## src/rtl/core/prcv_pkg.sv

```systemverilog
// ----------------------------------------------------------------------------
// prcv_pkg: shared types and constants for the profile record CRC validator
// Request and response layouts, configuration layout, status codes and the
// per-word CRC-32 update used by each cell of the CRC chain.
// ----------------------------------------------------------------------------
package prcv_pkg;

	localparam int unsigned WordW      = 32;
	localparam int unsigned NumCrcWords = 9;
	localparam int unsigned CfgIdxW    = 4;
	localparam int unsigned StatusW    = 4;

	localparam logic [WordW-1:0] CrcPoly     = 32'hEDB8_8320;
	localparam logic [WordW-1:0] CrcAllOnes  = 32'hFFFF_FFFF;
	localparam logic [WordW-1:0] RecordBytes = 32'd40;

	// status codes
	localparam logic [StatusW-1:0] StOkUnapproved = 4'd0;
	localparam logic [StatusW-1:0] StOkParams     = 4'd1;
	localparam logic [StatusW-1:0] StOkClosed     = 4'd2;
	localparam logic [StatusW-1:0] StMagic        = 4'd3;
	localparam logic [StatusW-1:0] StLayout       = 4'd4;
	localparam logic [StatusW-1:0] StTarget       = 4'd5;
	localparam logic [StatusW-1:0] StApproval     = 4'd6;
	localparam logic [StatusW-1:0] StRecordCrc    = 4'd7;
	localparam logic [StatusW-1:0] StRuntimeCrc   = 4'd8;

	// configuration register indexes
	localparam logic [CfgIdxW-1:0] RegMagic      = 4'd0;
	localparam logic [CfgIdxW-1:0] RegSchema     = 4'd1;
	localparam logic [CfgIdxW-1:0] RegCfgVersion = 4'd2;
	localparam logic [CfgIdxW-1:0] RegBoard      = 4'd3;
	localparam logic [CfgIdxW-1:0] RegMotor      = 4'd4;
	localparam logic [CfgIdxW-1:0] RegKnownMask  = 4'd5;
	localparam logic [CfgIdxW-1:0] RegClosedBit  = 4'd6;
	localparam logic [CfgIdxW-1:0] RegParamsBit  = 4'd7;

	typedef struct packed {
		logic [WordW-1:0] magic_word;
		logic [WordW-1:0] record_size;
		logic [WordW-1:0] schema_word;
		logic [WordW-1:0] revision;
		logic [WordW-1:0] board_word;
		logic [WordW-1:0] motor_word;
		logic [WordW-1:0] config_version_word;
		logic [WordW-1:0] stored_runtime_crc;
		logic [WordW-1:0] approval_word;
		logic [WordW-1:0] stored_record_crc;
		logic [WordW-1:0] computed_runtime_crc;
	} req_t;

	typedef struct packed {
		logic [StatusW-1:0] status_code;
		logic [WordW-1:0]   record_crc_result;
		logic [WordW-1:0]   revision_echo;
		logic [WordW-1:0]   approval_echo;
		logic [WordW-1:0]   runtime_crc_echo;
	} rsp_t;

	typedef struct packed {
		logic [WordW-1:0] expected_magic;
		logic [WordW-1:0] expected_schema;
		logic [WordW-1:0] expected_config_version;
		logic [WordW-1:0] expected_board;
		logic [WordW-1:0] expected_motor;
		logic [WordW-1:0] known_approval_mask;
		logic [WordW-1:0] closed_loop_bit;
		logic [WordW-1:0] parameters_bit;
	} cfg_t;

	// data handed from one CRC cell to the next
	typedef struct packed {
		logic [WordW-1:0] acc;
		req_t             rec;
	} stage_t;

	// record word by position in the record
	function automatic logic [WordW-1:0] rec_word(input req_t rec, input int unsigned idx);
		logic [WordW-1:0] w;
		case (idx)
			0: w = rec.magic_word;
			1: w = rec.record_size;
			2: w = rec.schema_word;
			3: w = rec.revision;
			4: w = rec.board_word;
			5: w = rec.motor_word;
			6: w = rec.config_version_word;
			7: w = rec.stored_runtime_crc;
			8: w = rec.approval_word;
			default: w = rec.stored_record_crc;
		endcase
		return w;
	endfunction

	// reflected crc-32 over one word, low byte first; flattens to an xor matrix
	function automatic logic [WordW-1:0] crc_word(input logic [WordW-1:0] acc_in,
			input logic [WordW-1:0] w);
		logic [WordW-1:0] acc;
		acc = acc_in ^ w;
		for (int k = 0; k < WordW; k++) begin
			acc = acc[0] ? ((acc >> 1) ^ CrcPoly) : (acc >> 1);
		end
		return acc;
	endfunction

endpackage

```

## src/rtl/core/prcv_crc_cell.sv

```systemverilog
// ----------------------------------------------------------------------------
// prcv_crc_cell: one cell of the CRC chain
// Folds its own record word into the running CRC and hands the record and
// the updated CRC to the next cell whenever the chain advances.
// ----------------------------------------------------------------------------
module prcv_crc_cell #(
	parameter int unsigned WORD_IDX = 0
) (
	input  logic            clk,
	input  logic            arst_n,
	input  logic            advance,
	input  logic            valid_in,
	input  prcv_pkg::stage_t d_in,
	output logic            valid_q,
	output prcv_pkg::stage_t d_q
);
	import prcv_pkg::*;

	// occupancy
	always_ff @(posedge clk or negedge arst_n) begin
		if (!arst_n) begin
			valid_q <= 1'b0;
		end else if (advance) begin
			valid_q <= valid_in;
		end
	end

	// crc update and record hand-off
	always_ff @(posedge clk) begin
		if (advance) begin
			d_q.acc <= crc_word(d_in.acc, rec_word(d_in.rec, WORD_IDX));
			d_q.rec <= d_in.rec;
		end
	end

endmodule

```

## config.mk

```make
export PLATFORM = sky130hd
export DESIGN_NAME = prcv_crc_cell
export DESIGN_NICKNAME = d
export VERILOG_FILES = /design/src/rtl/core/prcv_pkg.sv /design/src/rtl/core/prcv_crc_cell.sv
export SDC_FILE = /design/constraint.sdc
export NUM_CORES = 1
export LEC_CHECK = 0
export ABC_AREA = 1
export BUFFER_PORTS_ARGS = -buffer_cell sky130_fd_sc_hd__buf_2
export CAP_MARGIN = 20
export CORE_AREA = 2 2 299 301
export DETAILED_ROUTE_END_ITERATION = 10
export DIE_AREA = 0 0 301 303
export PLACE_DENSITY = 0.42
export REMOVE_ABC_BUFFERS = 1
export SLEW_MARGIN = 10
export SYNTH_ARGS = -nofsm -noshare
export SYNTH_HDL_FRONTEND = slang
export SYNTH_SLANG_ARGS = --single-unit
```

## constraint.sdc

```tcl
create_clock -name clk -period 0.8 [get_ports clk]
set_input_delay 0.16 -clock clk [delete_from_list [all_inputs] [get_ports clk]]
set_output_delay 0.16 -clock clk [all_outputs]
set_load 0.01 [all_outputs]
```

Word level (Yosys, flattened, before mapping)
Cells that the tools add are included.
{ "classes": {"n_addsub": 0, "n_mul": 0, "n_div": 0, "magnitude_cmp": 0, "n_eq_ne": 0, "shifts": 0, "n_mux": 33, "bitwise": 33, "n_reduce_logical": 0} }
{ "op_table": {"columns": ["cell", "count"], "rows": [
  ["32-bit 2-to-1 mux", 32],
  ["13-bit NOT with 14-bit output", 32],
  ["32-bit bitwise XOR", 1],
  ["31-bit 2-to-1 mux", 1]
]} }
{ "totals": {"reg_bits": 385, "latchBits": 0, "mem_bits_rw": 0, "romBits": 0, "input_bits": 388, "wordCells": 80, "mem_count": 0} }

Depth between registers and ports, before layout
{ "logic_depth": {"ltp_word": 66, "depth_mapped": 26, "depth_no_buf": 26} }

Worst setup path before layout
Ideal clock, no wire load.
{ "synth_timing": {"path_kind": "input to register", "from": "input port d_in[352] (netlist bit)", "to": "register d_q[372] (netlist bit), data pin", "setup_time_ns": 0.249, "arrival_time_ns": 2.047, "path_slack_ns": -1.496, "cell_stages": 23, "path_buffers": 1, "path_cell_list": "inv_1 > nand2_1 > nand2_2 > buf_6 > nand2_2 > nand2_4 > nand3_2 > nand2_4 > nand2_1 > nand2_2 > nand3_2 > nand2_4 > nand2_1 > nand2_2 > nand2_2 > nand2_4 > nand2_2 > nand2_4 > nand2_1 > nand2_4 > nand3_2 > nand2_1 > inv_1"} }
{ "synth_between": {"elab_chain_cells": 45, "elab_cells_between_ends": 61} }
{ "synth_lines": {"columns": ["item", "line_no", "rtl"], "rows": [
  ["start: declaration", "prcv_crc_cell.sv:13", "input prcv_pkg::stage_t d_in,"],
  ["32-bit bitwise XOR *", "prcv_pkg.sv:99", "acc = acc_in ^ w;"],
  ["32-bit 2-to-1 mux * (4 in series)", "prcv_pkg.sv:101", "acc = acc[0] ? ((acc >> 1) ^ CrcPoly) : (acc >> 1);"],
  ["13-bit NOT with 14-bit output (no line) or 32-bit 2-to-1 mux (tied branches)", null, null],
  ["32-bit 2-to-1 mux * (6 in series)", "prcv_pkg.sv:101", null],
  ["13-bit NOT with 14-bit output (no line) or 32-bit 2-to-1 mux (tied branches)", null, null],
  ["32-bit 2-to-1 mux *", "prcv_pkg.sv:101", null],
  ["13-bit NOT with 14-bit output (no line) or 32-bit 2-to-1 mux (tied branches)", null, null],
  ["32-bit 2-to-1 mux * (3 in series)", "prcv_pkg.sv:101", null],
  ["[... 18 more ...]", null, null],
  ["13-bit NOT with 14-bit output (no line) or 32-bit 2-to-1 mux (tied branches)", null, null],
  ["32-bit 2-to-1 mux *", "prcv_pkg.sv:101", null],
  ["13-bit NOT with 14-bit output (no line) or 32-bit 2-to-1 mux (tied branches)", null, null],
  ["32-bit 2-to-1 mux * (2 in series)", "prcv_pkg.sv:101", null],
  ["13-bit NOT with 14-bit output (no line) or 32-bit 2-to-1 mux (tied branches)", null, null],
  ["32-bit 2-to-1 mux *", "prcv_pkg.sv:101", null],
  ["13-bit NOT with 14-bit output (no line) or 32-bit 2-to-1 mux (tied branches)", null, null],
  ["31-bit 2-to-1 mux *", "prcv_pkg.sv:101", null],
  ["end: declaration", "prcv_crc_cell.sv:15", "output prcv_pkg::stage_t d_q"]
]} }
Every way passes the cells marked *; elsewhere a longest branch is shown, timed or not.
A chain may end at the register's enable or synchronous reset.

Worst setup path in the final report
{ "layout_timing": {"from": "input port d_in[352] (netlist bit)", "to": "register d_q[367] (netlist bit), data pin"} }
{ "layout_between": {"elab_chain_cells": 45, "elab_cells_between_ends": 59} }
{ "layout_lines": {"columns": ["item", "line_no"], "rows": [
  ["32-bit bitwise XOR *", "prcv_pkg.sv:99"],
  ["32-bit 2-to-1 mux * (6 in series)", "prcv_pkg.sv:101"],
  ["13-bit NOT with 14-bit output (no line)", null],
  ["32-bit 2-to-1 mux *", "prcv_pkg.sv:101"],
  ["13-bit NOT with 14-bit output (no line) or 32-bit 2-to-1 mux (tied branches)", null],
  ["32-bit 2-to-1 mux * (3 in series)", "prcv_pkg.sv:101"],
  ["13-bit NOT with 14-bit output (no line) or 32-bit 2-to-1 mux (tied branches)", null],
  ["32-bit 2-to-1 mux * (7 in series)", "prcv_pkg.sv:101"],
  ["[... 13 more ...]", null],
  ["13-bit NOT with 14-bit output (no line) or 32-bit 2-to-1 mux (tied branches)", null],
  ["32-bit 2-to-1 mux *", "prcv_pkg.sv:101"],
  ["13-bit NOT with 14-bit output (no line) or 32-bit 2-to-1 mux (tied branches)", null],
  ["32-bit 2-to-1 mux *", "prcv_pkg.sv:101"],
  ["13-bit NOT with 14-bit output (no line) or 32-bit 2-to-1 mux (tied branches)", null],
  ["32-bit 2-to-1 mux * (4 in series)", "prcv_pkg.sv:101"],
  ["13-bit NOT with 14-bit output (no line) or 32-bit 2-to-1 mux (tied branches)", null],
  ["31-bit 2-to-1 mux *", "prcv_pkg.sv:101"]
]} }
Marks and branches as above.

==> impl_metrics.csv <==
group,metric,value,unit
grt,grt_max_degree,26,
synth,yosysSeqAreaShare,67.5,%
floorplanning,die_h,303,um
synth,synth_edf_count,384,
route,wl_per_cell,25.2,um
status,violations,"setup timing",
floorplanning,coreArea,88000,um^2
timing,slew_violations,0,
placement,hpwl,84.6,mm
layout,fin_cells,4210,
layout,areaGrowthSynthToFinish,107,%
placement,post_dp_cell_area,25000,um^2
timing,tightest_slew,381,ps
synth,yosysTopAreaCellShare,67.3,%
clocking,clk_pin_slew,60,ps
setup_path,crit_type,"in2reg",
synth,synth_area_leaders,"edfxtp_1 67%, nand2_1 13%, nand3_1 4.4%",
grt,antenna_found_initial,16,
clocking,insertion_delay,630,ps
power,ir_drop,1.70,mV
layout,design_area,35400,um^2
layout,drive_above_1_share,58.9,%
timing,timing.fmax,0.488,GHz
route,drc,0,
power,total_power,94.4,mW
synth,avgSynthCellArea,11.6,um^2
setup_path,critPathLaunchType,"input port",
floorplanning,die_area,91200,um^2
layout,fin_nets,3387,
timing,layout_min_cycle_time,2050,ps
clocking,clock-sinks,385,
route,drtIter0Drc,1131,
power,power.leakage,15.9,nW
floorplanning,io_pins,773,
clocking,clock-root-buffer,"clkbuf_16",
placement,gp_congestion,0.950,
status,status,"complete, but fails checks",
synth,yosys_warnings,0,
floorplanning,die_w,301,um
setup_path,arrival,2430,ps
grt,grt_overflow,0,
timing,fin_crit_sh,256,%
synth,synth_area,17100,um^2
setup_path,required,1180,ps
clocking,cts.path.max_buffers,3,
timing,slew_headroom,74.6,%
timing,final-hold-violation-count,0,
grt,grt_usage,22.4,%
floorplanning,start_util,19.5,%
synth,syn_inst,1481,
placement,portBuffers,772,
route,num_vias,17449,
synth,synth-seq-cells,385,
worst_hold_path,hold_class,"in2reg",
timing,finClkSkew,0,ps
floorplanning,row_count,109,
setup_path,critical_path.endpoint_type,"flip-flop",
clocking,cts_tree,"built",
grt,grt_pass1_wl,141,mm
layout,regArea,11600,um^2
job,max_cap_violations,0,
setup_path,crit_fanout,7,
synth,synth_top_cell_by_area,"edfxtp_1",
timing,rsz0062_at_grt,"yes",
grt,grt_pass1_vias,17861,
timing,fin_ws,-1250,ps
synth,yosysUniqueCellTypes,28,
synth,async_flop_share,0.260,%
route,postRouteAntennaNets,0,
synth,synth_ff_type,"edfxtp_1",
route,viasPerCell,4.14,
layout,final_cell_mix,"612 x buf_2, 384 x edfxtp_1, 356 x dlygate4sd3_1, 296 x nand2_1, 238 x buf_4",
power,cellPowerDensity,2660,nW/um^2
layout,nFillCells,8458,
layout,final_common_cell,"buf_2",
placement,place_inst,3687,
timing,finalSetupViolations,480,
route,wirelength,106,mm
clocking,h-tree-depth,2,
layout,multi_input_area,8560,um^2
route,detailedRoute.firstPassIterationCount,5,
clocking,cts_buffers,48,
## per-layer routing
metal  GRT usage [%]  wire [um]
met1            29.9      46800
met2            37.7      51300
met3            3.66       5320
met4            5.98       2790
met5               0         26
## worst max-delay path, cell delays in order
cell     delay, ps
buf_8          100
inv_8           40
nand2_4         80
nand2_8         80
buf_12         140
nand2_8         70
nand2_8         70
buf_6          130
nand2_2         80
nand2_4         80
nand2_8        100
nand2_8         80
nand2_4        100
nand2_4         60
nand2_4         90
nand2_2         70
nand2_4        120
nand2_4         80
nand2_4        110
nand2_4         70
buf_4          130
buf_4          130
nand2_1         60
nand2_1         50
xnor2_1        130
## sequential cells by signal (all words and copies together), names as in the netlist
signal	cells
d_q	384
valid_q	1
## what timing repair did
action | in CTS | in global routing
cloned | 6 | 0
hold buffers | 356 | 0
setup endpoints to repair | 417 | 480
pin swaps | 170 | 136
endpoints found under the hold margin | 366 | 0
resized for setup | 857 | 240
setup buffers | 52 | 21
## power by group
part,internal (mW),switching (mW),leakage [nW],total (mW)
combinational,19.3,25.5,11.4,44.8
clock,13.1,9.77,0.783,22.9
sequential,25.5,1.14,3.77,26.7
total,58.0,36.4,15.9,94.4
## synth_stat cells, types with 5 or more instances
cell type and number:
inv_2 10, nand3b_1 5, inv_1 83, edfxtp_1 384
nand2_2 78, xnor2_1 26, nor2_1 11, nand2_4 39
nand3_1 150, nand3_2 18, xor2_2 6, xor2_1 70
nand2_1 577
## logic make-up (layout without fill, tap and decap cells)
group | count (synthesis) | in the layout | synth area share [%]
flops | 385 | 385 | 67.5
compound gates | 6 | 6 | 0.204
buf+inv | 101 | 1653 | 2.48
xor+xnor | 102 | 102 | 5.48
other cells | 0 | 7 | 0
mux | 1 | 1 | 0.0657
simple gates | 886 | 891 | 24.3
## worst paths after layout
check | startpoint | endpoint | slack, ps | cells past startpoint
max in group asynchronous | arst_n | valid_q$_DFFE_PN0P_ | 140 | 3
min in group asynchronous | arst_n | valid_q$_DFFE_PN0P_ | 550 | 3
hold reg to reg | valid_q$_DFFE_PN0P_ | valid_q$_DFFE_PN0P_ | 530 | 1
setup reg to reg | valid_q$_DFFE_PN0P_ | valid_q$_DFFE_PN0P_ | 40 | 1
hold / removal | advance | d_q[165]$_DFFE_PP_ | 40 | 2
setup / recovery | d_in[352] | d_q[367]$_DFFE_PP_ | -1250 | 25
## metrics by stage
stage                     hold slack, ps  setup WS (ps)  TNS (ps)  util, %
after floorplan                     -136          -1670    -48810        -
after global placement             -59.5          -2260   -161670     28.4
after detailed placement           -55.0          -2320   -158380     28.4
after CTS                          -4.19          -1170   -277880     38.8
after global routing                19.8          -1350   -285410     40.3
final                               43.4          -1250   -264340     40.3
## area by class of cell
| type | count | share of cell area [%] |
|---|---|---|
| sequential | 385 | 32.6 |
| timing repair buffer | 1467 | 33.2 |
| tap | 1165 | 4.11 |
| antenna | 7 | 0.0494 |
| inverter | 97 | 1.21 |
| clock buffer | 55 | 3.46 |
| multi-input combinational | 1000 | 24.2 |
| clock inverter | 34 | 1.13 |
Power figures use the tool's default switching activity.
