## config.mk

```make
export PLATFORM = sky130hd
export DESIGN_NAME = prcv_grade
export DESIGN_NICKNAME = d
export VERILOG_FILES = /design/src/rtl/core/prcv_pkg.sv /design/src/rtl/core/prcv_grade.sv
export SDC_FILE = /design/constraint.sdc
export NUM_CORES = 1
export LEC_CHECK = 0
export ABC_AREA = 1
export BUFFER_PORTS_ARGS = -buffer_cell sky130_fd_sc_hd__clkbuf_2
export CAP_MARGIN = 15
export CORE_AREA = 2 2 298 300
export CTS_CLUSTER_DIAMETER = 30
export CTS_CLUSTER_SIZE = 24
export DETAILED_ROUTE_END_ITERATION = 12
export DIE_AREA = 0 0 300 302
export GPL_ROUTABILITY_DRIVEN = 0
export GPL_TIMING_DRIVEN = 0
export MAX_ROUTING_LAYER = met4
export PLACE_DENSITY_LB_ADDON = 0.15
export RECOVER_POWER = 25
export SLEW_MARGIN = 20
export SYNTH_ARGS = -nofsm -noshare
export SYNTH_HDL_FRONTEND = slang
export SYNTH_SLANG_ARGS = --single-unit
```

## constraint.sdc

```tcl
create_clock -name clk -period 1.2 [get_ports clk]
set_clock_uncertainty 0.2 [all_clocks]
set_input_delay 0.24 -clock clk [delete_from_list [all_inputs] [get_ports clk]]
set_output_delay 0.24 -clock clk [all_outputs]
set_load 0.005 [all_outputs]
```

## src/rtl/core/prcv_pkg.sv

```systemverilog
// ----------------------------------------------------------------------------
// prcv_pkg: shared types and constants for the profile record CRC validator
// Request and response layouts, configuration layout, status codes and the
// per-word CRC-32 update used by each cell of the CRC chain.
// ----------------------------------------------------------------------------
package prcv_pkg;

	localparam int unsigned WordW      = 32;
	localparam int unsigned NumCrcWords = 9;
	localparam int unsigned CfgIdxW    = 4;
	localparam int unsigned StatusW    = 4;

	localparam logic [WordW-1:0] CrcPoly     = 32'hEDB8_8320;
	localparam logic [WordW-1:0] CrcAllOnes  = 32'hFFFF_FFFF;
	localparam logic [WordW-1:0] RecordBytes = 32'd40;

	// status codes
	localparam logic [StatusW-1:0] StOkUnapproved = 4'd0;
	localparam logic [StatusW-1:0] StOkParams     = 4'd1;
	localparam logic [StatusW-1:0] StOkClosed     = 4'd2;
	localparam logic [StatusW-1:0] StMagic        = 4'd3;
	localparam logic [StatusW-1:0] StLayout       = 4'd4;
	localparam logic [StatusW-1:0] StTarget       = 4'd5;
	localparam logic [StatusW-1:0] StApproval     = 4'd6;
	localparam logic [StatusW-1:0] StRecordCrc    = 4'd7;
	localparam logic [StatusW-1:0] StRuntimeCrc   = 4'd8;

	// configuration register indexes
	localparam logic [CfgIdxW-1:0] RegMagic      = 4'd0;
	localparam logic [CfgIdxW-1:0] RegSchema     = 4'd1;
	localparam logic [CfgIdxW-1:0] RegCfgVersion = 4'd2;
	localparam logic [CfgIdxW-1:0] RegBoard      = 4'd3;
	localparam logic [CfgIdxW-1:0] RegMotor      = 4'd4;
	localparam logic [CfgIdxW-1:0] RegKnownMask  = 4'd5;
	localparam logic [CfgIdxW-1:0] RegClosedBit  = 4'd6;
	localparam logic [CfgIdxW-1:0] RegParamsBit  = 4'd7;

	typedef struct packed {
		logic [WordW-1:0] magic_word;
		logic [WordW-1:0] record_size;
		logic [WordW-1:0] schema_word;
		logic [WordW-1:0] revision;
		logic [WordW-1:0] board_word;
		logic [WordW-1:0] motor_word;
		logic [WordW-1:0] config_version_word;
		logic [WordW-1:0] stored_runtime_crc;
		logic [WordW-1:0] approval_word;
		logic [WordW-1:0] stored_record_crc;
		logic [WordW-1:0] computed_runtime_crc;
	} req_t;

	typedef struct packed {
		logic [StatusW-1:0] status_code;
		logic [WordW-1:0]   record_crc_result;
		logic [WordW-1:0]   revision_echo;
		logic [WordW-1:0]   approval_echo;
		logic [WordW-1:0]   runtime_crc_echo;
	} rsp_t;

	typedef struct packed {
		logic [WordW-1:0] expected_magic;
		logic [WordW-1:0] expected_schema;
		logic [WordW-1:0] expected_config_version;
		logic [WordW-1:0] expected_board;
		logic [WordW-1:0] expected_motor;
		logic [WordW-1:0] known_approval_mask;
		logic [WordW-1:0] closed_loop_bit;
		logic [WordW-1:0] parameters_bit;
	} cfg_t;

	// data handed from one CRC cell to the next
	typedef struct packed {
		logic [WordW-1:0] acc;
		req_t             rec;
	} stage_t;

	// record word by position in the record
	function automatic logic [WordW-1:0] rec_word(input req_t rec, input int unsigned idx);
		logic [WordW-1:0] w;
		case (idx)
			0: w = rec.magic_word;
			1: w = rec.record_size;
			2: w = rec.schema_word;
			3: w = rec.revision;
			4: w = rec.board_word;
			5: w = rec.motor_word;
			6: w = rec.config_version_word;
			7: w = rec.stored_runtime_crc;
			8: w = rec.approval_word;
			default: w = rec.stored_record_crc;
		endcase
		return w;
	endfunction

	// reflected crc-32 over one word, low byte first; flattens to an xor matrix
	function automatic logic [WordW-1:0] crc_word(input logic [WordW-1:0] acc_in,
			input logic [WordW-1:0] w);
		logic [WordW-1:0] acc;
		acc = acc_in ^ w;
		for (int k = 0; k < WordW; k++) begin
			acc = acc[0] ? ((acc >> 1) ^ CrcPoly) : (acc >> 1);
		end
		return acc;
	endfunction

endpackage

```

## src/rtl/core/prcv_grade.sv

```systemverilog
// ----------------------------------------------------------------------------
// prcv_grade: final check stage and response register
// Runs the ordered record checks against the finished CRC and the
// configuration, and holds the response until the receiver takes it.
// ----------------------------------------------------------------------------
module prcv_grade (
	input  logic             clk,
	input  logic             arst_n,
	input  logic             advance,
	input  logic             valid_in,
	input  prcv_pkg::stage_t d_in,
	input  prcv_pkg::cfg_t   cfg,
	output logic             rsp_valid,
	output prcv_pkg::rsp_t   rsp
);
	import prcv_pkg::*;

	logic [WordW-1:0]   rec_crc;
	logic [WordW-1:0]   appr;
	logic               closed_set;
	logic               params_set;
	logic [StatusW-1:0] status;

	assign rec_crc    = ~d_in.acc;
	assign appr       = d_in.rec.approval_word;
	assign closed_set = |(appr & cfg.closed_loop_bit);
	assign params_set = |(appr & cfg.parameters_bit);

	// first failing check wins, otherwise grade by approval bits
	always_comb begin
		if (d_in.rec.magic_word != cfg.expected_magic) begin
			status = StMagic;
		end else if (d_in.rec.record_size != RecordBytes ||
				d_in.rec.schema_word != cfg.expected_schema ||
				d_in.rec.revision == '0 ||
				d_in.rec.config_version_word != cfg.expected_config_version) begin
			status = StLayout;
		end else if (d_in.rec.board_word != cfg.expected_board ||
				d_in.rec.motor_word != cfg.expected_motor) begin
			status = StTarget;
		end else if ((|(appr & ~cfg.known_approval_mask)) || (closed_set && !params_set)) begin
			status = StApproval;
		end else if (rec_crc != d_in.rec.stored_record_crc) begin
			status = StRecordCrc;
		end else if (d_in.rec.computed_runtime_crc != d_in.rec.stored_runtime_crc) begin
			status = StRuntimeCrc;
		end else if (closed_set) begin
			status = StOkClosed;
		end else if (params_set) begin
			status = StOkParams;
		end else begin
			status = StOkUnapproved;
		end
	end

	// response occupancy
	always_ff @(posedge clk or negedge arst_n) begin
		if (!arst_n) begin
			rsp_valid <= 1'b0;
		end else if (advance) begin
			rsp_valid <= valid_in;
		end
	end

	// response payload
	always_ff @(posedge clk) begin
		if (advance) begin
			rsp.status_code       <= status;
			rsp.record_crc_result <= rec_crc;
			rsp.revision_echo     <= d_in.rec.revision;
			rsp.approval_echo     <= appr;
			rsp.runtime_crc_echo  <= d_in.rec.computed_runtime_crc;
		end
	end

endmodule

```

---- Word-level counts from Yosys, hierarchy flattened ----
Index checks and enable logic that the tools add are counted.
operators by class
  reduce and logical (&&, ||, !) cells .... 12
  mux-type cells .......................... 7
  equality and inequality tests ........... 8
  bitwise gates (word level) .............. 5
operator list
  operator             count
  $ne 32x32->1         7
  $and 32x32->32       3
  $reduce_or 32->1     3
  $not 32->32          2
  $logic_not 32->1     1
  $ne 32x6->1 const B  1
  $mux 3               4
  $logic_or 1x1->1     5
  $reduce_or 5->1      1
  $mux 4               1
  $mux 2               1
  $logic_and 1x1->1    1
  $logic_not 1->1      1
  $mux 1               1
storage, ports and cells
  input bits .............................. 644
  logic and storage cells ................. 39
  flip-flop bits (word level) ............. 133
  output and inout port bits .............. 133

---- Depth between registers and ports, before layout ----
Gate-level depths: netlist of the first run.
  depth after elaboration ................. 9
  depth in mapped cells ................... 14
  gate-level depth less buffers ........... 14

---- Worst setup path after synthesis of the first run ----
OpenSTA, ideal clock, no wires.
  kind .................................... input port to flip-flop
  start ................................... input port cfg[206] (netlist name)
  end ..................................... register rsp[130] (netlist name), data pin
  data required time ...................... 751 ps
  setup slack ............................. -348 ps
  buffers on the path ..................... 0
  stages on the path ...................... 9
  arrival ................................. 1099 ps
  library setup time ...................... 249 ps
  cell sequence ........................... xor2_1 > nor3_1 > nand2_1 > nor2_1 > nand2_1 > nor2_2 > nand3_2 > nand2_1 > inv_1
between the ends
  cells in the longest elaborated chain, start to end .. 5
RTL lines
  item                line              RTL
  start: declaration  prcv_grade.sv:12  input prcv_pkg::cfg_t cfg,
  $ne 32x32->1        prcv_grade.sv:34  d_in.rec.schema_word != cfg.expected_schema ||
  $logic_or 1x1->1    prcv_grade.sv:33  end else if (d_in.rec.record_size != RecordBytes ||
  $logic_or 1x1->1    prcv_grade.sv:34
  $logic_or 1x1->1    prcv_grade.sv:35  d_in.rec.revision == '0 ||
  $mux 3              prcv_grade.sv:33
  end: declaration    prcv_grade.sv:14  output prcv_pkg::rsp_t rsp
No other way between the ends.
A chain may end at the register's enable or synchronous reset.

---- Worst setup path after layout of the first run ----
  start ................................... input port d_in[95] (netlist name)
  end ..................................... register rsp[128] (netlist name), data pin
between the ends
  cells in the longest elaborated chain, start to end .. 9
  elaborated cells on any way between the ends .. 16
  those cells by class .................... 7 x mux; 3 x bitwise; 6 x reduce/logical
RTL lines
  item                line              RTL
  start: declaration  prcv_grade.sv:11  input prcv_pkg::stage_t d_in,
  $and 32x32->32      prcv_grade.sv:27  assign params_set = |(appr & cfg.parameters_bit);
  $reduce_or 32->1    prcv_grade.sv:27
  $mux 1              prcv_grade.sv:49  end else if (params_set) begin
  $mux 2              prcv_grade.sv:47  end else if (closed_set) begin
  $mux 4              prcv_grade.sv:45  end else if (d_in.rec.computed_runtime_crc != d_in.rec.stored_runtime_crc) begin
  $mux 3              prcv_grade.sv:43  end else if (rec_crc != d_in.rec.stored_record_crc) begin
  $mux 3 (*)          prcv_grade.sv:41  end else if ((|(appr & ~cfg.known_approval_mask)) || (closed_set && !params_set)) begin
  $mux 3 (*)          prcv_grade.sv:38  end else if (d_in.rec.board_word != cfg.expected_board ||
  $mux 3 (*)          prcv_grade.sv:33
Mark *: on every way between the ends. The rest lies on a longest branch, timed or not.

==> flow_metrics.py, run 1 <==
metrics = {
    "critical_path": {
        "crit_type": "input port to flop",
        "crit_chain": "clkbuf_16 -> nand2_2 -> nand4_1 -> nor2_1 -> nand2_1 -> nor2_2 -> nor2_1 -> nand2_1 -> nand2_1 -> nand2_2 -> nand2_2 -> nand2_2 -> nand2_1",
        "start_kind": "input port",
        "arrival_ns": 1.65,
        "cp_max_fo": 4,
        "critical_path.max_stage_delay_ns": 0.29,
        "crit_slowest_cell": "nand4_1",
        "end_kind": "flop",
        "crit_required_ns": 1.22,
    },
    "cts": {
        "root_buffer": "clkbuf_16",
        "path_clk_slew_ns": 0.07,
        "clockBufferDepth": 2,
        "clk_latency_ns": 0.47,
        "tritoncts": "done",
        "numCtsBuffers": 17,
        "h-tree-depth": 4,
        "cts.sinks": 133,
    },
    "timing": {
        "fin_ws_ns": -0.428,
        "fin_crit_sh": 1.36,
        "finalMaxSlewViolations": 0,
        "relSlewSlack": 0.499,
        "rsz0062_at_grt": "yes",
        "fin_setup_tns_ns": -30.19,
        "hold_viol_final": 0,
        "final.min_clock_period_ns": 1.63,
        "tightest_slew_ns": 0.751,
        "setup-violations-final": 195,
        "timing.fmax_mhz": 614,
    },
    "yosys": {
        "synth_top_family_by_area": "simple AND/OR/NAND/NOR gates",
        "synth_compound_area_frac": 0.0212,
        "yosys_warnings": 0,
        "syn_inst": 1116,
        "synth_top_area_frac": 0.456,
        "syn_area_per_cell_um2": 7.78,
        "synth.largest_area_cell": "edfxtp_1",
        "synth_edf_count": 132,
        "async_flop_share": 0.00752,
        "yosysSeqAreaShare": 0.459,
        "synth_adder_area_share": 0,
        "ys_seq_elements": 133,
        "yosys.area_share.simple": 0.285,
        "ys.flop_type": "edfxtp_1",
        "syn_nets": 1760,
        "synth_common_cells": "nand2_1, nor2_1, inv_1",
        "synth_area_leaders": "edfxtp_1, nand2_1, xnor2_1",
        "yosysUniqueCellTypes": 27,
        "synth_xor_area_frac": 0.158,
        "synth_area_um2": 8690,
        "synth.most_common_cell": "nand2_1",
        "synthMuxAreaShare": 0.00130,
    },
    "die": {
        "initial_utilization": 0.0992,
        "core.rowCount": 109,
        "io_pins": 777,
        "die_x_um": 300,
        "dieArea_um2": 90600,
        "die_height_um": 302,
        "core_um2": 87600,
    },
    "global_route": {
        "antenna_found_initial": 12,
        "grt-ovfl-total": 0,
        "grt_pass1_vias": 11000,
        "grt_first_pass_wirelength_mm": 68.0,
        "grt_start_max_net_pins": 72,
        "track_usage": 0.108,
    },
    "drt": {
        "firstDrtPassIters": 6,
        "drtIter0Drc": 454,
        "wl_per_cell_um": 15.4,
        "ant_nets": 0,
        "drcViolationCount": 0,
        "vias_per_cell": 3.23,
        "wl_mm": 50.0,
        "vias": 10500,
    },
    "power_and_ir_drop": {
        "power.clock.fraction": 0.353,
        "seqPwrFrac": 0.384,
        "p_comb_frac": 0.264,
        "swShare": 0.293,
        "p_per_area_nw_per_um2": 886,
        "peakVddDrop_uv": 575,
        "switching_power_mw": 4.29,
        "leakage_nw": 8.10,
        "p_int_mw": 10.3,
    },
    "layout": {
        "nNetsFinal": 2695,
        "drive_above_1_share": 0.443,
        "syn2layout_area_growth_pct": 90.1,
        "multi_input_area_um2": 4430,
        "register_area_um2": 3990,
        "final_area_um2": 16500,
        "fillers": 10100,
    },
    "place": {
        "placed_area_um2": 14100,
        "place_hpwl_mm": 42.9,
        "pre_cts_slack_ns": -1.45,
        "port-buffer-count": 776,
    },
    "job": {
        "cap_violations": 0,
    },
    "status": {
        "failed_checks": "setup timing",
        "outcome": "finished, violations left",
    },
    "hold_path": {
        "hold_path_class": "input port to flop",
    },
}
==> per-layer routing <==
metal | track usage | part of all wire | vias to the layer above | wire length (um)
met2 | 0.196 | 0.52 | 465 | 26200
li1 | - | - | 5320 | -
met5 | - | 0 | - | 0
met1 | 0.113 | 0.38 | 4633 | 19100
met3 | 0.0315 | 0.075 | 39 | 3750
met4 | 0.0337 | 0.019 | 0 | 973
==> cells by family (layout without fill, tap and decap cells) <==
| logic type | Yosys count | count (layout) |
|---|---|---|
| AO/OA/AOI/OAI | 32 | 32 |
| XOR/XNOR | 157 | 157 |
| buffers and inverters | 174 | 1122 |
| flip-flops | 133 | 133 |
| multiplexers | 1 | 1 |
| other | 0 | 5 |
| AND/OR/NAND/NOR | 619 | 619 |
==> layout by cell type, fill, tap and decap left out, types with 2 or more instances in the layout <==
| master | Yosys | routed |
|---|---|---|
| o21ai_0 | 8 | 6 |
| inv_2 | 4 | 5 |
| clkinv_2 | 0 | 4 |
| buf_4 | 0 | 7 |
| nand2_2 | 0 | 25 |
| diode_2 | 0 | 5 |
| xnor2_1 | 136 | 126 |
| xnor2_2 | 0 | 10 |
| or2_1 | 3 | 3 |
| nand2_1 | 359 | 326 |
| o21ai_2 | 0 | 2 |
| clkbuf_8 | 0 | 3 |
| clkinv_1 | 1 | 2 |
| clkbuf_1 | 0 | 4 |
| nand3_1 | 13 | 11 |
| nor3_1 | 5 | 2 |
| clkinv_4 | 0 | 2 |
| or2_2 | 9 | 9 |
| o2111ai_1 | 3 | 3 |
| nor2_4 | 1 | 13 |
| dlygate4sd3_1 | 0 | 131 |
| nor2_2 | 5 | 22 |
| nand3b_1 | 2 | 2 |
| nand3_2 | 2 | 3 |
| nor3_2 | 1 | 3 |
| clkbuf_2 | 0 | 757 |
| nor2_1 | 199 | 170 |
| xor2_1 | 21 | 21 |
| o22ai_1 | 10 | 10 |
| clkinvlp_4 | 0 | 4 |
| nand2_4 | 0 | 7 |
| nand4_1 | 16 | 16 |
| o21ai_1 | 11 | 11 |
| nor3b_1 | 2 | 2 |
| buf_12 | 0 | 2 |
| buf_6 | 0 | 9 |
| clkbuf_16 | 0 | 19 |
| inv_1 | 169 | 168 |
| edfxtp_1 | 132 | 132 |
==> stage by stage <==
step	utilization	hold WS [ns]	total power, mW	std cells
after floorplan	-	-0.256	6.86	1116
after global placement	0.161	-0.161	9.15	3057
after detailed placement	0.161	-0.163	9.13	3058
after CTS	0.186	0.0208	15.0	3222
after global routing	0.189	0.115	15.5	3234
final	0.189	0.102	14.6	3234
==> power groups by stage <==
| stage | sequential [mW] | clock (mW) | combinational [mW] |
|---|---|---|---|
| 2_1_floorplan | 5.76 | 0 | 1.11 |
| 3_3_place_gp | 5.75 | 0 | 3.40 |
| 3_5_place_dp | 5.72 | 0 | 3.41 |
| 4_1_cts | 5.62 | 5.54 | 3.86 |
| 5_1_grt | 5.65 | 5.60 | 4.26 |
| 6_report | 5.62 | 5.16 | 3.86 |
==> cell type report <==
cell class              instances  share of cell area
multi-input cells             809               0.268
inverters                     174              0.0395
well taps                    1165              0.0882
repair buffers                916               0.329
diodes                          5            0.000757
clock buffers                  19              0.0262
flip-flops and latches        133               0.241
clock inverters                13             0.00667
==> final timing paths <==
check	endpoint	slack [ns]	start	cells past startpoint
worst max-delay path	rsp[128]	-0.43	d_in[95]	13
worst min-delay path	rsp[75]	0.10	advance	1
max in group asynchronous	rsp_valid	0.23	arst_n	3
min in group asynchronous	rsp_valid	0.45	arst_n	3
worst max register to register	rsp_valid	0.26	rsp_valid	1
worst min register to register	rsp_valid	0.31	rsp_valid	1
==> sequential cells by signal, indices dropped and copies added, names as in the netlist <==
| signal | count |
|---|---|
| rsp | 132 |
| rsp_valid | 1 |
==> critical path: cells and delay by family <==
| kind | cells | cell delay (ns) |
|---|---|---|
| and+or+nand+nor | 12 | 1.25 |
| buffers and inverters | 1 | 0.14 |
==> what timing repair did <==
| action | 4_1_cts | 5_1_grt |
|---|---|---|
| gates resized for setup | 86 | 54 |
| gates cloned | 0 | 1 |
| hold buffers | 131 | 0 |
| pin swaps | 29 | 41 |
| endpoints found under the hold margin | 130 | 0 |
| setup buffers | 1 | 6 |
| endpoints found under the setup margin | 208 | 138 |
(Power assumes the default switching activity.)
==> run 2: changes to the inputs <==
--- a/config.mk
+++ b/config.mk
@@ -5,7 +5,7 @@
 export SDC_FILE = /design/constraint.sdc
 export NUM_CORES = 1
 export LEC_CHECK = 0
-export ABC_AREA = 1
+export ABC_AREA = 0
 export BUFFER_PORTS_ARGS = -buffer_cell sky130_fd_sc_hd__clkbuf_2
 export CAP_MARGIN = 15
 export CORE_AREA = 2 2 298 300
==> run 2 against run 1 <==
  * Non-clock buffer count up 2
  * Sequential share of layout area up 2.1 points
  * Flip-flop and latch count unchanged
  * Via count down 14%
  * The flow still finishes with violations (setup timing)
  * Largest power group unchanged
==> flow_metrics.py, run 2 <==
metrics = {
    "die": {
        "dieArea_um2": 90600,
        "initial_utilization": 0.0864,
        "die_height_um": 302,
        "core.rowCount": 109,
        "io_pins": 777,
        "die_x_um": 300,
        "core_um2": 87600,
    },
    "place": {
        "port-buffer-count": 776,
        "placed_area_um2": 13000,
        "place_hpwl_mm": 44.6,
    },
    "critical_path": {
        "crit_required_ns": 1.23,
        "arrival_ns": 2.10,
        "start_kind": "input port",
        "end_kind": "flop",
        "crit_type": "input port to flop",
        "cp_max_fo": 3,
    },
    "layout": {
        "final_area_um2": 15200,
        "reg_top3": "rsp x132, rsp_valid x1",
        "syn2layout_area_growth_pct": 101,
        "mostFrequentLayoutCell": "clkbuf_2",
        "register_area_um2": 3990,
        "drive_above_1_share": 0.526,
        "multi_input_area_um2": 3610,
        "nNetsFinal": 2208,
        "fin_util": 0.174,
        "fillers": 10000,
        "largest_reg_flops": 132,
        "mostFrequentLayoutCells": "clkbuf_2, dlygate4sd3_1, edfxtp_1, xor2_1, xnor2_1",
        "top_register": "rsp",
    },
    "global_route": {
        "grt-ovfl-total": 0,
        "track_usage": 0.110,
        "grt_first_pass_wirelength_mm": 66.7,
        "antenna_found_initial": 20,
        "grt_pass1_vias": 9429,
        "grt_start_max_net_pins": 53,
    },
    "drt": {
        "vias_per_cell": 3.25,
        "vias": 8969,
        "firstDrtPassIters": 4,
        "drtIter0Drc": 422,
        "drcViolationCount": 0,
        "wl_mm": 50.8,
        "ant_nets": 0,
        "wl_per_cell_um": 18.4,
    },
    "cts": {
        "clockBufferDepth": 2,
        "path_clk_slew_ns": 0.06,
        "clk_latency_ns": 0.46,
        "cts.sinks": 133,
        "root_buffer": "clkbuf_16",
        "numCtsBuffers": 17,
        "tritoncts": "done",
        "h-tree-depth": 4,
    },
    "yosys": {
        "synth.largest_area_cell": "edfxtp_1",
        "synth_adder_area_share": 0,
        "ys.flop_type": "edfxtp_1",
        "syn_inst": 627,
        "async_flop_share": 0.00752,
        "synth_xor_area_frac": 0.259,
        "ys_seq_elements": 133,
        "synth_area_leaders": "edfxtp_1, xor2_1, xnor2_1",
        "yosysSeqAreaShare": 0.527,
        "yosys_warnings": 0,
        "synth_top_area_frac": 0.524,
        "synth.most_common_cell": "edfxtp_1",
        "yosys.area_share.simple": 0.126,
        "synth_edf_count": 132,
        "synth_top_family_by_area": "XOR/XNOR gates",
        "synth_area_um2": 7560,
        "yosysUniqueCellTypes": 30,
        "syn_nets": 1271,
        "synth_compound_area_frac": 0.0531,
        "synth_common_cells": "edfxtp_1, xor2_1, xnor2_1",
        "synthMuxAreaShare": 0.00149,
        "syn_area_per_cell_um2": 12.1,
    },
    "timing": {
        "finalMaxSlewViolations": 0,
        "relSlewSlack": 0.403,
        "hold_viol_final": 0,
        "final.min_clock_period_ns": 2.08,
        "timing.fmax_mhz": 482,
        "tightest_slew_ns": 0.892,
        "fin_crit_sh": 1.73,
        "hold_slack_ns": 0.305,
        "setup-violations-final": 221,
        "rsz0062_at_grt": "yes",
        "fin_ws_ns": -0.876,
    },
    "power_and_ir_drop": {
        "leakage_nw": 6.79,
        "peakVddDrop_uv": 754,
        "p_per_area_nw_per_um2": 924,
    },
    "hold_path": {
        "hold_path_class": "input port to flop",
    },
    "job": {
        "cap_violations": 0,
    },
    "status": {
        "failed_checks": "setup timing",
        "outcome": "finished, violations left",
    },
}
run 2: cell count changes in the layout (fill, tap and decap cells not counted), sizes merged, moves of 37 or more:
cell | before | now
nor4 | 0 | 69
nand2 | 359 | 8
xnor2 | 136 | 98
inv | 174 | 65
nand4 | 16 | 53
xor2 | 21 | 126
nor2 | 205 | 2
run 2: what timing repair did:
action,CTS,global route
pin swaps,7,12
hold buffers,131,1
endpoints found under the hold margin,130,1
setup endpoints to repair,191,137
gates resized for setup,25,30
setup buffers,6,2
gates cloned,1,0
run 2: kinds of logic after synthesis:
family | Yosys count
xor+xnor | 224
buf+inv | 65
simple gates | 148
mux | 1
compound gates | 56
flops | 133
run 2: final cells by class:
type | count | share of cell area
diodes | 14 | 0.00231
inverters | 65 | 0.0161
multi-input cells | 429 | 0.237
well taps | 1165 | 0.0959
clock buffers | 21 | 0.0290
repair buffers | 918 | 0.351
clock inverters | 11 | 0.00568
flip-flops and latches | 133 | 0.262
run 2: metrics by stage:
| stage | setup slack, ns | TNS [ns] | cells | power [mW] |
|---|---|---|---|---|
| floorplan | -0.874 | -3.01 | 627 | 6.57 |
| detailed placement | -2.39 | -57.12 | 2569 | 8.86 |
| finish | -0.876 | -48.53 | 2756 | 14.0 |
| CTS | -0.999 | -37.36 | 2739 | 14.4 |
| global route | -0.963 | -64.79 | 2756 | 14.8 |
| global placement | -2.67 | -339.48 | 2568 | 8.88 |
run 2: report_power, final:
part / internal, mW / leakage (nW) / switching [mW]
logic: 1.82 / 5.23 / 1.72
clock network: 2.80 / 0.256 / 2.09
registers: 5.51 / 1.30 / 0.0914
total: 10.1 / 6.79 / 3.90
run 2: worst paths after layout:
path,startpoint,endpoint,slack [ns],cells past startpoint
worst max-delay path,d_in[289],rsp[130],-0.88,8
worst min-delay path,d_in[240],rsp[80],0.31,2
worst max register to register,rsp_valid,rsp_valid,0.26,1
worst min register to register,rsp_valid,rsp_valid,0.32,1
max in group asynchronous,arst_n,rsp_valid,0.30,3
min in group asynchronous,arst_n,rsp_valid,0.40,3
run 2: worst max-delay path, cell delays in order:
cell and delay [ns]:
clkbuf_2 0.10, nor4b_2 0.27, nand4_1 0.16, or4_4 0.55, nor4_4 0.33, nand3b_1 0.13, buf_6 0.15, o21ba_1 0.16
run 2: layer usage:
layer | up-vias | part of all wire | track usage
li1 | 4257 | - | -
met1 | 4200 | 0.37 | 0.114
met5 | - | 0 | -
met4 | 0 | 0.022 | 0.0375
met3 | 47 | 0.078 | 0.0323
met2 | 465 | 0.53 | 0.196
